## src/design/lph_pkg.sv

```systemverilog
// Shared types and constants for the linear-probe hash table.
`default_nettype none

package lph_pkg;

  localparam int CAP_W = 7;
  localparam int KEY_W = 31;

  localparam logic [CAP_W-1:0] CAP_RESET = 7'd64;

  localparam logic [1:0] OP_INSERT = 2'd0;
  localparam logic [1:0] OP_SEARCH = 2'd1;
  localparam logic [1:0] OP_ERASE  = 2'd2;

  typedef enum logic [1:0] {
    ST_EMPTY = 2'd0,
    ST_USED  = 2'd1,
    ST_TOMB  = 2'd2
  } slot_st_t;

  typedef struct packed {
    slot_st_t         st;
    logic [KEY_W-1:0] key;
  } lph_slot_t;

  typedef struct packed {
    logic [1:0]       opcode;
    logic [KEY_W-1:0] key;
  } lph_in_t;

  typedef struct packed {
    logic             success;
    logic [CAP_W-1:0] occupancy;
  } lph_out_t;

  typedef struct packed {
    logic clr_step;
    logic load;
    logic mod_step;
    logic fetch;
    logic probe;
    logic wr_ins;
    logic wr_tomb;
    logic done;
    logic success;
  } lph_cmd_t;

  typedef struct packed {
    logic       clr_last;
    logic       mod_last;
    logic       quick_fail;
    logic       is_empty;
    logic       is_match;
    logic       is_tomb;
    logic       last;
    logic       tgt_valid;
    logic [1:0] op;
  } lph_stat_t;

endpackage

`default_nettype wire

```

## src/design/linear_probe_hash_table_unit.sv

```systemverilog
// Top level of the linear-probe hash set: controller plus datapath.
`default_nettype none

// Hash set of 31-bit keys with open addressing and linear probing. Issue a
// word with start while busy is low; opcode picks insert, search or erase.
// Each word not cut short by a cfg_we write yields exactly one result, shown
// on out_word for one cycle with out_strobe high; the receiver has no way to
// hold it off, so capture it then. Timing: an insert on a full table or an
// unknown opcode answers the cycle after acceptance and busy never rises.
// Any other word keeps busy high while the bit-serial remainder of the key
// by the capacity is formed, the first slot is read and then up to capacity
// slots are probed, one per cycle through the slot memory with its separate
// read and write ports. The result appears as busy falls. After reset, and
// after every cfg_we write of capacity, the table is swept empty one slot per
// cycle: busy stays high through the sweep and the occupancy restarts at
// zero. Erase leaves a tombstone; insert walks past tombstones to rule out a
// duplicate and then fills the first tombstone or empty slot it saw.
module linear_probe_hash_table_unit
  import lph_pkg::*;
#(
  parameter int SLOTS = 64
) (
  input  wire logic             clk,
  input  wire logic             rst_n,
  input  wire logic             start,
  output logic                  busy,
  input  wire lph_in_t          in_word,
  output logic                  out_strobe,
  output lph_out_t              out_word,
  input  wire logic             cfg_we,
  input  wire logic [CAP_W-1:0] cfg_data
);

  lph_cmd_t  cmd;
  lph_stat_t st;

  // sequence clearing, remainder, probe and commit
  lph_ctrl u_ctrl (
    .clk    (clk),
    .rst_n  (rst_n),
    .start  (start),
    .cfg_we (cfg_we),
    .st     (st),
    .cmd    (cmd),
    .busy   (busy)
  );

  // hold slots, capacity, live count and the result register
  lph_datapath #(
    .SLOTS (SLOTS)
  ) u_dp (
    .clk        (clk),
    .rst_n      (rst_n),
    .in_word    (in_word),
    .cfg_we     (cfg_we),
    .cfg_data   (cfg_data),
    .cmd        (cmd),
    .st         (st),
    .out_strobe (out_strobe),
    .out_word   (out_word)
  );

endmodule

`default_nettype wire

```

## src/design/lph_ctrl.sv

```systemverilog
// Controller state machine for the linear-probe hash table.
`default_nettype none

module lph_ctrl
  import lph_pkg::*;
(
  input  wire logic      clk,
  input  wire logic      rst_n,
  input  wire logic      start,
  input  wire logic      cfg_we,
  input  wire lph_stat_t st,
  output lph_cmd_t       cmd,
  output logic           busy
);

  typedef enum logic [4:0] {
    S_CLEAR = 5'b00001,
    S_IDLE  = 5'b00010,
    S_MOD   = 5'b00100,
    S_FETCH = 5'b01000,
    S_PROBE = 5'b10000
  } state_t;

  state_t state_r, state_nxt;

  always_ff @(posedge clk) begin
    if (!rst_n) begin
      state_r <= S_CLEAR;
    end else begin
      state_r <= state_nxt;
    end
  end

  always_comb begin
    cmd       = '0;
    state_nxt = state_r;
    case (state_r)
      S_CLEAR: begin
        cmd.clr_step = 1'b1;
        if (st.clr_last) begin
          state_nxt = S_IDLE;
        end
      end
      S_IDLE: begin
        if (start) begin
          if (st.quick_fail) begin
            cmd.done = 1'b1;
          end else begin
            cmd.load  = 1'b1;
            state_nxt = S_MOD;
          end
        end
      end
      S_MOD: begin
        cmd.mod_step = 1'b1;
        if (st.mod_last) begin
          state_nxt = S_FETCH;
        end
      end
      S_FETCH: begin
        cmd.fetch = 1'b1;
        state_nxt = S_PROBE;
      end
      S_PROBE: begin
        cmd.probe = 1'b1;
        if (st.op == OP_INSERT) begin
          if (st.is_match) begin
            cmd.done = 1'b1;
          end else if (st.is_empty || (st.last && (st.tgt_valid || st.is_tomb))) begin
            cmd.wr_ins  = 1'b1;
            cmd.done    = 1'b1;
            cmd.success = 1'b1;
          end else if (st.last) begin
            cmd.done = 1'b1;
          end
        end else begin
          if (st.is_match) begin
            cmd.wr_tomb = (st.op == OP_ERASE);
            cmd.done    = 1'b1;
            cmd.success = 1'b1;
          end else if (st.is_empty || st.last) begin
            cmd.done = 1'b1;
          end
        end
        if (cmd.done) begin
          state_nxt = S_IDLE;
        end
      end
      default: begin
        state_nxt = S_CLEAR;
      end
    endcase
    // a capacity write restarts the clearing pass
    if (cfg_we) begin
      cmd       = '0;
      state_nxt = S_CLEAR;
    end
  end

  assign busy = (state_r != S_IDLE);

endmodule

`default_nettype wire

```

## src/design/lph_datapath.sv

```systemverilog
// Datapath of the hash table: slot memory, modulo unit, probe pointer, count.
`default_nettype none

module lph_datapath
  import lph_pkg::*;
#(
  parameter int SLOTS = 64
) (
  input  wire logic             clk,
  input  wire logic             rst_n,
  input  wire lph_in_t          in_word,
  input  wire logic             cfg_we,
  input  wire logic [CAP_W-1:0] cfg_data,
  input  wire lph_cmd_t         cmd,
  output lph_stat_t             st,
  output logic                  out_strobe,
  output lph_out_t              out_word
);

  localparam int IDX_W   = $clog2(SLOTS);
  localparam int PW      = (IDX_W > CAP_W) ? IDX_W : CAP_W;
  localparam int BCNT_W  = $clog2(KEY_W);
  localparam int CAP_TOP = (1 << CAP_W) - 1;
  localparam int CAP_MAX = (SLOTS < CAP_TOP) ? SLOTS : CAP_TOP;
  localparam logic [CAP_W-1:0] CAP_MAX_V = CAP_W'(CAP_MAX);

  lph_slot_t mem [SLOTS];

  logic [CAP_W-1:0]  cap_r, cap_eff;
  logic [CAP_W-1:0]  count_r, count_nxt;
  logic [IDX_W-1:0]  clr_idx_r;
  logic [1:0]        op_r;
  logic [KEY_W-1:0]  key_r, kshift_r;
  logic [CAP_W-1:0]  rem_r, rem_nxt;
  logic [CAP_W:0]    rem_sh;
  logic [BCNT_W-1:0] bcnt_r;
  logic [IDX_W-1:0]  pos_r, chk_r, rd_addr, rem_idx, pos_next, tgt_r, ins_idx;
  logic [PW-1:0]     rem_w, pos_inc;
  logic [CAP_W-1:0]  n_r;
  logic              tgt_valid_r;
  lph_slot_t         rd_q;
  logic              we;
  logic [IDX_W-1:0]  wa;
  lph_slot_t         wd;
  logic              out_strobe_r;
  lph_out_t          out_word_r;

  // effective capacity: zero reads as one, clamp to the table size
  always_comb begin
    if (cap_r == '0) begin
      cap_eff = CAP_W'(1);
    end else if (cap_r > CAP_MAX_V) begin
      cap_eff = CAP_MAX_V;
    end else begin
      cap_eff = cap_r;
    end
  end

  // restoring remainder, one key bit per cycle
  always_comb begin
    rem_sh = {rem_r, kshift_r[KEY_W-1]};
    if (rem_sh >= {1'b0, cap_eff}) begin
      rem_nxt = CAP_W'(rem_sh - {1'b0, cap_eff});
    end else begin
      rem_nxt = rem_sh[CAP_W-1:0];
    end
  end

  assign rem_w   = PW'(rem_r);
  assign rem_idx = rem_w[IDX_W-1:0];
  assign rd_addr = cmd.fetch ? rem_idx : pos_r;
  assign pos_inc = PW'(rd_addr) + PW'(1);
  assign pos_next = (pos_inc == PW'(cap_eff)) ? '0 : pos_inc[IDX_W-1:0];
  assign ins_idx = tgt_valid_r ? tgt_r : chk_r;

  // write port: clearing pass, insert, tombstone
  always_comb begin
    we = 1'b0;
    wa = clr_idx_r;
    wd = '{st: ST_EMPTY, key: '0};
    if (cmd.clr_step) begin
      we = 1'b1;
    end else if (cmd.wr_ins) begin
      we = 1'b1;
      wa = ins_idx;
      wd = '{st: ST_USED, key: key_r};
    end else if (cmd.wr_tomb) begin
      we = 1'b1;
      wa = chk_r;
      wd = '{st: ST_TOMB, key: rd_q.key};
    end
  end

  always_ff @(posedge clk) begin
    if (we) begin
      mem[wa] <= wd;
    end
    rd_q <= mem[rd_addr];
  end

  always_comb begin
    count_nxt = count_r;
    if (cmd.wr_ins) begin
      count_nxt = count_r + CAP_W'(1);
    end else if (cmd.wr_tomb && count_r != '0) begin
      count_nxt = count_r - CAP_W'(1);
    end
  end

  // control state
  always_ff @(posedge clk) begin
    if (!rst_n) begin
      cap_r        <= CAP_RESET;
      count_r      <= '0;
      clr_idx_r    <= '0;
      tgt_valid_r  <= 1'b0;
      out_strobe_r <= 1'b0;
    end else begin
      out_strobe_r <= cmd.done;
      if (cfg_we) begin
        cap_r     <= cfg_data;
        count_r   <= '0;
        clr_idx_r <= '0;
      end else begin
        count_r <= count_nxt;
        if (cmd.clr_step) begin
          clr_idx_r <= clr_idx_r + IDX_W'(1);
        end
      end
      if (cmd.fetch) begin
        tgt_valid_r <= 1'b0;
      end else if (cmd.probe && st.is_tomb && !tgt_valid_r) begin
        tgt_valid_r <= 1'b1;
      end
    end
  end

  // payload
  always_ff @(posedge clk) begin
    if (cmd.load) begin
      op_r     <= in_word.opcode;
      key_r    <= in_word.key;
      kshift_r <= in_word.key;
      rem_r    <= '0;
      bcnt_r   <= '0;
    end else if (cmd.mod_step) begin
      kshift_r <= kshift_r << 1;
      rem_r    <= rem_nxt;
      bcnt_r   <= bcnt_r + BCNT_W'(1);
    end
    chk_r <= rd_addr;
    pos_r <= pos_next;
    if (cmd.fetch) begin
      n_r <= '0;
    end else if (cmd.probe) begin
      n_r <= n_r + CAP_W'(1);
    end
    if (cmd.probe && rd_q.st == ST_TOMB && !tgt_valid_r) begin
      tgt_r <= chk_r;
    end
    out_word_r <= '{success: cmd.success, occupancy: count_nxt};
  end

  always_comb begin
    st            = '0;
    st.clr_last   = (clr_idx_r == IDX_W'(SLOTS - 1));
    st.mod_last   = (bcnt_r == BCNT_W'(KEY_W - 1));
    st.is_empty   = (rd_q.st == ST_EMPTY);
    st.is_tomb    = (rd_q.st == ST_TOMB);
    st.is_match   = (rd_q.st == ST_USED) && (rd_q.key == key_r);
    st.last       = (n_r == cap_eff - CAP_W'(1));
    st.tgt_valid  = tgt_valid_r;
    st.op         = op_r;
    if (in_word.opcode == OP_INSERT) begin
      st.quick_fail = (count_r >= cap_eff);
    end else begin
      st.quick_fail = !(in_word.opcode inside {OP_SEARCH, OP_ERASE});
    end
  end

  assign out_strobe = out_strobe_r;
  assign out_word   = out_word_r;

endmodule

`default_nettype wire

```

## config.mk

```make
export PLATFORM = sky130hd
export DESIGN_NAME = linear_probe_hash_table_unit
export DESIGN_NICKNAME = d
export VERILOG_FILES = /design/src/design/lph_pkg.sv /design/src/design/linear_probe_hash_table_unit.sv /design/src/design/lph_ctrl.sv /design/src/design/lph_datapath.sv
export SDC_FILE = /design/constraint.sdc
export NUM_CORES = 2
export LEC_CHECK = 0
export BUFFER_PORTS_ARGS = -buffer_cell sky130_fd_sc_hd__buf_2
export CAP_MARGIN = 15
export CORE_MARGIN = 5
export CORE_UTILIZATION = 35
export CTS_BUF_LIST = sky130_fd_sc_hd__clkbuf_4
export DETAILED_ROUTE_END_ITERATION = 8
export HOLD_SLACK_MARGIN = 0.1
export PLACE_DENSITY = 0.54
export SYNTH_ARGS = -nofsm -noshare
export SYNTH_HDL_FRONTEND = slang
export SYNTH_SLANG_ARGS = --single-unit
```

## constraint.sdc

```tcl
create_clock -name clk -period 14.4 [get_ports clk]
set_input_delay 2.16 -clock clk [delete_from_list [all_inputs] [get_ports clk]]
set_output_delay 2.16 -clock clk [all_outputs]
set_load 0.05 [all_outputs]
```

==> impl_metrics.csv <==
group,metric,value,unit
route,wl_met2,121.0,mm
sta,final-max-slew-violation-count,0,
logic_synthesis,synth.net_count,5134,
route,met1_length,108.8,mm
route,drcViolationCount,0,
logic_synthesis,ys_types,69,
floorplan,rows,185,
worst_setup_path,r2r_setup_slack,7590,ps
worst_setup_path,critPathMostFrequentCell,"nor2_1",
sta,max_slew_margin,19.56,%
route,firstDrtPassIters,6,
logic_synthesis,synthArstFlopShare,0,%
place,dp.cells,8335,
route,top_layer,"met5",
clocking,cts.sinks,2281,
route,wl_met3,19.64,mm
worst_hold_path,hold_path.class,"flip-flop to flip-flop",
floorplan,chipWidth,513.8,um
floorplan,fp.dieArea,264000,um2
clocking,insertion_delay,1380,ps
layout,area_growth,14.35,%
sta,hold_violations,0,
clocking,cts_hold_buf,0,
floorplan,dieHeight,513.8,um
worst_setup_path,crit_type,"flip-flop to flip-flop",
logic_synthesis,syn_area_per_cell,17.54,um2
sta,finalCritPeriodShare,47.27,%
sta,max_freq,0.1469,GHz
layout,layout.nets,5652,
worst_hold_path,hp-start,"u_dp.chk_r[5]",
route,dr.first_iter.drc_count,5453,
route,routed_wl,259.6,mm
place,hpwl,134.5,mm
worst_setup_path,cpPeakStageDelay,780,ps
sta,setup_slack,7593,ps
clocking,htreeDepth,6,
worst_setup_path,rr_startpoint,"u_dp.cap_r[4]",
logic_synthesis,yosysSeqAreaShare,75.99,%
layout,layout-drive-gt1-share,27.00,%
clocking,cts-root-buf,"clkbuf_4",
worst_setup_path,cp-end-kind,"flip-flop",
logic_synthesis,synth_edf_count,2182,
pwr,leakagePower,31.47,nW
place,port-buffer-count,53,
sta,rsz0062_at_grt,"false",
route,via_per_inst,5.389,
worst_setup_path,crit_path_start_kind,"flip-flop",
route,postRouteAntennaNets,0,
worst_setup_path,crit_chain,"nor4_1 > a21oi_1 > nor2_1 > inv_1 > ha_1 > nor2_1 > o21ai_0 > a311oi_1 > nand3_1 > o32ai_1 > a31oi_1 > o211ai_1 > nand4b_1 > nor2_4 > buf_4",
run_status,status,"finished clean",
route,wl_per_cell,27.73,um
global_routing,first_global_vias,50450,
worst_setup_path,r2r_end,"u_dp.mem[13][3]",
floorplan,coreArea,253500,um2
logic_synthesis,syn_inst,5065,
clocking,cts_resized,0,
route,vias,50440,
worst_setup_path,cpMaxStageDelayCell,"nor2_4",
place,post-place-ws,6341,ps
sta,setup_violations,0,
sta,whs,452.4,ps
logic_synthesis,netlist_area,88840,um2
place,place.gp.congestion,0.8252,
sta,min_period,6807,ps
clocking,post_cts_buffers,0,
global_routing,grt_antenna_before_repair,9,
logic_synthesis,synth-seq-cells,2281,
worst_hold_path,hold_end,"u_dp.tgt_r[5]",
clocking,numCtsBuffers,604,
global_routing,grt_max_degree,125,
pwr,p_per_area,158.1,nW/um2
worst_setup_path,required,15360,ps
run,drv_cap,0,
clocking,cts_max_path_buffers,4,
global_routing,overflow,0,
clocking,cts_tree,"built",
floorplan,start_util,35.05,%
sta,fin_skew,100.4,ps
sta,finalSetupTns,0,ps
logic_synthesis,yosysWarnings,0,
pwr,totalPowerFinal,0.01606,W
layout,fin_cells,9360,
clocking,path_clk_slew,60,ps
global_routing,grt_usage,19.23,%
global_routing,grt_pass1_wl,366.2,mm
logic_synthesis,synth_flop_cell,"edfxtp_1",
worst_setup_path,arrival,7760,ps
pwr,ir_drop,0.0001670,V
sta,worst_pin_slew,1207,ps
worst_setup_path,cp_max_fo,22,
floorplan,io_pins,54,
worst_setup_path,ff2ff_path_depth,15,
worst_hold_path,min_path_cells,0,
[stage by stage]
stage               area (um2)  util [%]
finish                  101600     40.08
floorplan                88840         -
global route            101600     40.07
CTS                     101400     39.99
global placement         93980     37.08
detailed placement       94050     37.11
[worst max path at each step]
stage | start | slack (ps) | endpoint | cells after the start
CTS | u_dp.cap_r[4] | 7660 | u_dp.mem[0][3] | 15
finish | u_dp.cap_r[4] | 7590 | u_dp.mem[13][3] | 15
floorplan | cfg_we | 6270 | u_dp.mem[41][0] | 10
global route | u_dp.cap_r[4] | 7220 | u_dp.mem[0][0] | 15
global placement | cfg_we | 6400 | u_dp.rd_q[4] | 13
detailed placement | cfg_we | 6340 | u_dp.rd_q[4] | 13
[state kept, by name, indices dropped and copies added (netlist names)]
register	count
u_dp.bcnt_r	5
u_dp.count_r	7
u_dp.mem	2112
u_dp.clr_idx_r	6
u_dp.pos_r	6
u_ctrl.state_r	5
u_dp.tgt_valid_r	1
u_dp.key_r	31
u_dp.n_r	7
u_dp.chk_r	6
u_dp.rd_q	33
u_dp.rem_r	7
u_dp.kshift_r	31
u_dp.op_r	2
u_dp.cap_r	7
u_dp.out_strobe	1
u_dp.tgt_r	6
u_dp.out_word	8
[kinds of logic (layout without fill, tap and decap cells)]
family	after synthesis	after routing	share of synthesized area, %
fa+ha+maj	25	25	0.3606
simple gates	1268	1268	6.445
other cells	0	12	0
mux	514	514	10.02
compound gates	587	587	5.103
xor+xnor	67	67	0.6606
buf+inv	323	1240	1.424
flops	2281	2281	75.99
[final cells by class]
class                      instances  area, um2
tap                             3366       4212
antenna                           12      30.03
clock inverter                    81      371.6
sequential                      2281      67500
clock buffer                     924       6937
inverter                          23      101.3
timing repair buffer             212       1689
fill                           23030     151900
multi-input combinational       2461      20730
[layout by cell type (no fill, tap or decap), drive strengths merged, types with 10 or more instances in the layout]
cell type  synthesis  final
nand2b            10     10
nor4              28     28
mux2              31     31
ha                24     24
mux4             297    297
dfxtp             99     99
a22o              97     97
nand3            249    249
a221o             33     33
a31oi             35     35
nor3              14     14
nor2b             21     21
xor2              50     50
clkinv             0     68
diode              0     12
a211oi            73     73
o21ai             53     53
a32oi             34     34
and2              73     73
nand2            628    628
clkbuf           224    924
a311oi           100    100
nor2             152    152
edfxtp          2182   2182
xnor2             17     17
buf               76    212
a21oi             54     54
a22oi             68     68
mux2i            186    186
inv               23     32
nand4             55     55
[power breakdown]
group / internal, W / total [W] / switching (W)
Sequential: 0.00724 / 0.00734 / 0.0000972
Combinational: 0.00100 / 0.00325 / 0.00225
Clock: 0.00293 / 0.00547 / 0.00255
[metal layers]
metal | track usage [%] | up-vias
met2 | 29.95 | 2186
met4 | 8.160 | 2
met5 | 0 | -
li1 | - | 21650
met3 | 4.426 | 386
met1 | 26.01 | 26210
[Yosys cell counts, types with 3 or more instances]
cell | number | area (um2)
ha_1 | 24 | 300.3
a221o_1 | 33 | 330.3
a21oi_1 | 54 | 270.3
clkbuf_1 | 224 | 840.8
nand2_1 | 628 | 2357
a311oi_1 | 100 | 875.8
a31oi_1 | 35 | 219.0
nor3b_1 | 3 | 22.52
nor4_1 | 27 | 168.9
dfxtp_1 | 99 | 1982
nand4_1 | 55 | 344.1
a211oi_1 | 72 | 540.5
xor2_1 | 50 | 437.9
and2_1 | 73 | 456.7
xnor2_1 | 17 | 148.9
nor2b_1 | 21 | 131.4
mux2_2 | 31 | 349.1
nand3b_1 | 6 | 45.04
o22ai_1 | 3 | 18.77
nand2b_1 | 10 | 62.56
a22o_1 | 97 | 849.6
inv_1 | 22 | 82.58
or3_1 | 8 | 50.05
a21o_1 | 6 | 45.04
o21bai_1 | 3 | 22.52
mux2i_1 | 186 | 1862
nand3_1 | 249 | 1246
and3b_1 | 4 | 35.03
o21a_1 | 4 | 30.03
o21ai_0 | 52 | 260.3
mux4_2 | 297 | 6689
buf_2 | 39 | 195.2
buf_1 | 36 | 135.1
and3_1 | 4 | 25.02
a22oi_1 | 68 | 510.5
o211ai_1 | 6 | 45.04
nor3_1 | 14 | 70.07
edfxtp_1 | 2182 | 65520
nor2_1 | 152 | 570.6
a32oi_1 | 34 | 297.8
[worst max-delay path: cells and delay by family, from the launching register on]
| family | cells | cell delay [ps] |
|---|---|---|
| flops | 1 | 440 |
| compound gates | 6 | 2250 |
| simple gates | 6 | 2780 |
| fa+ha+maj | 1 | 310 |
| buf+inv | 2 | 610 |
Power figures use the tool's default switching activity.
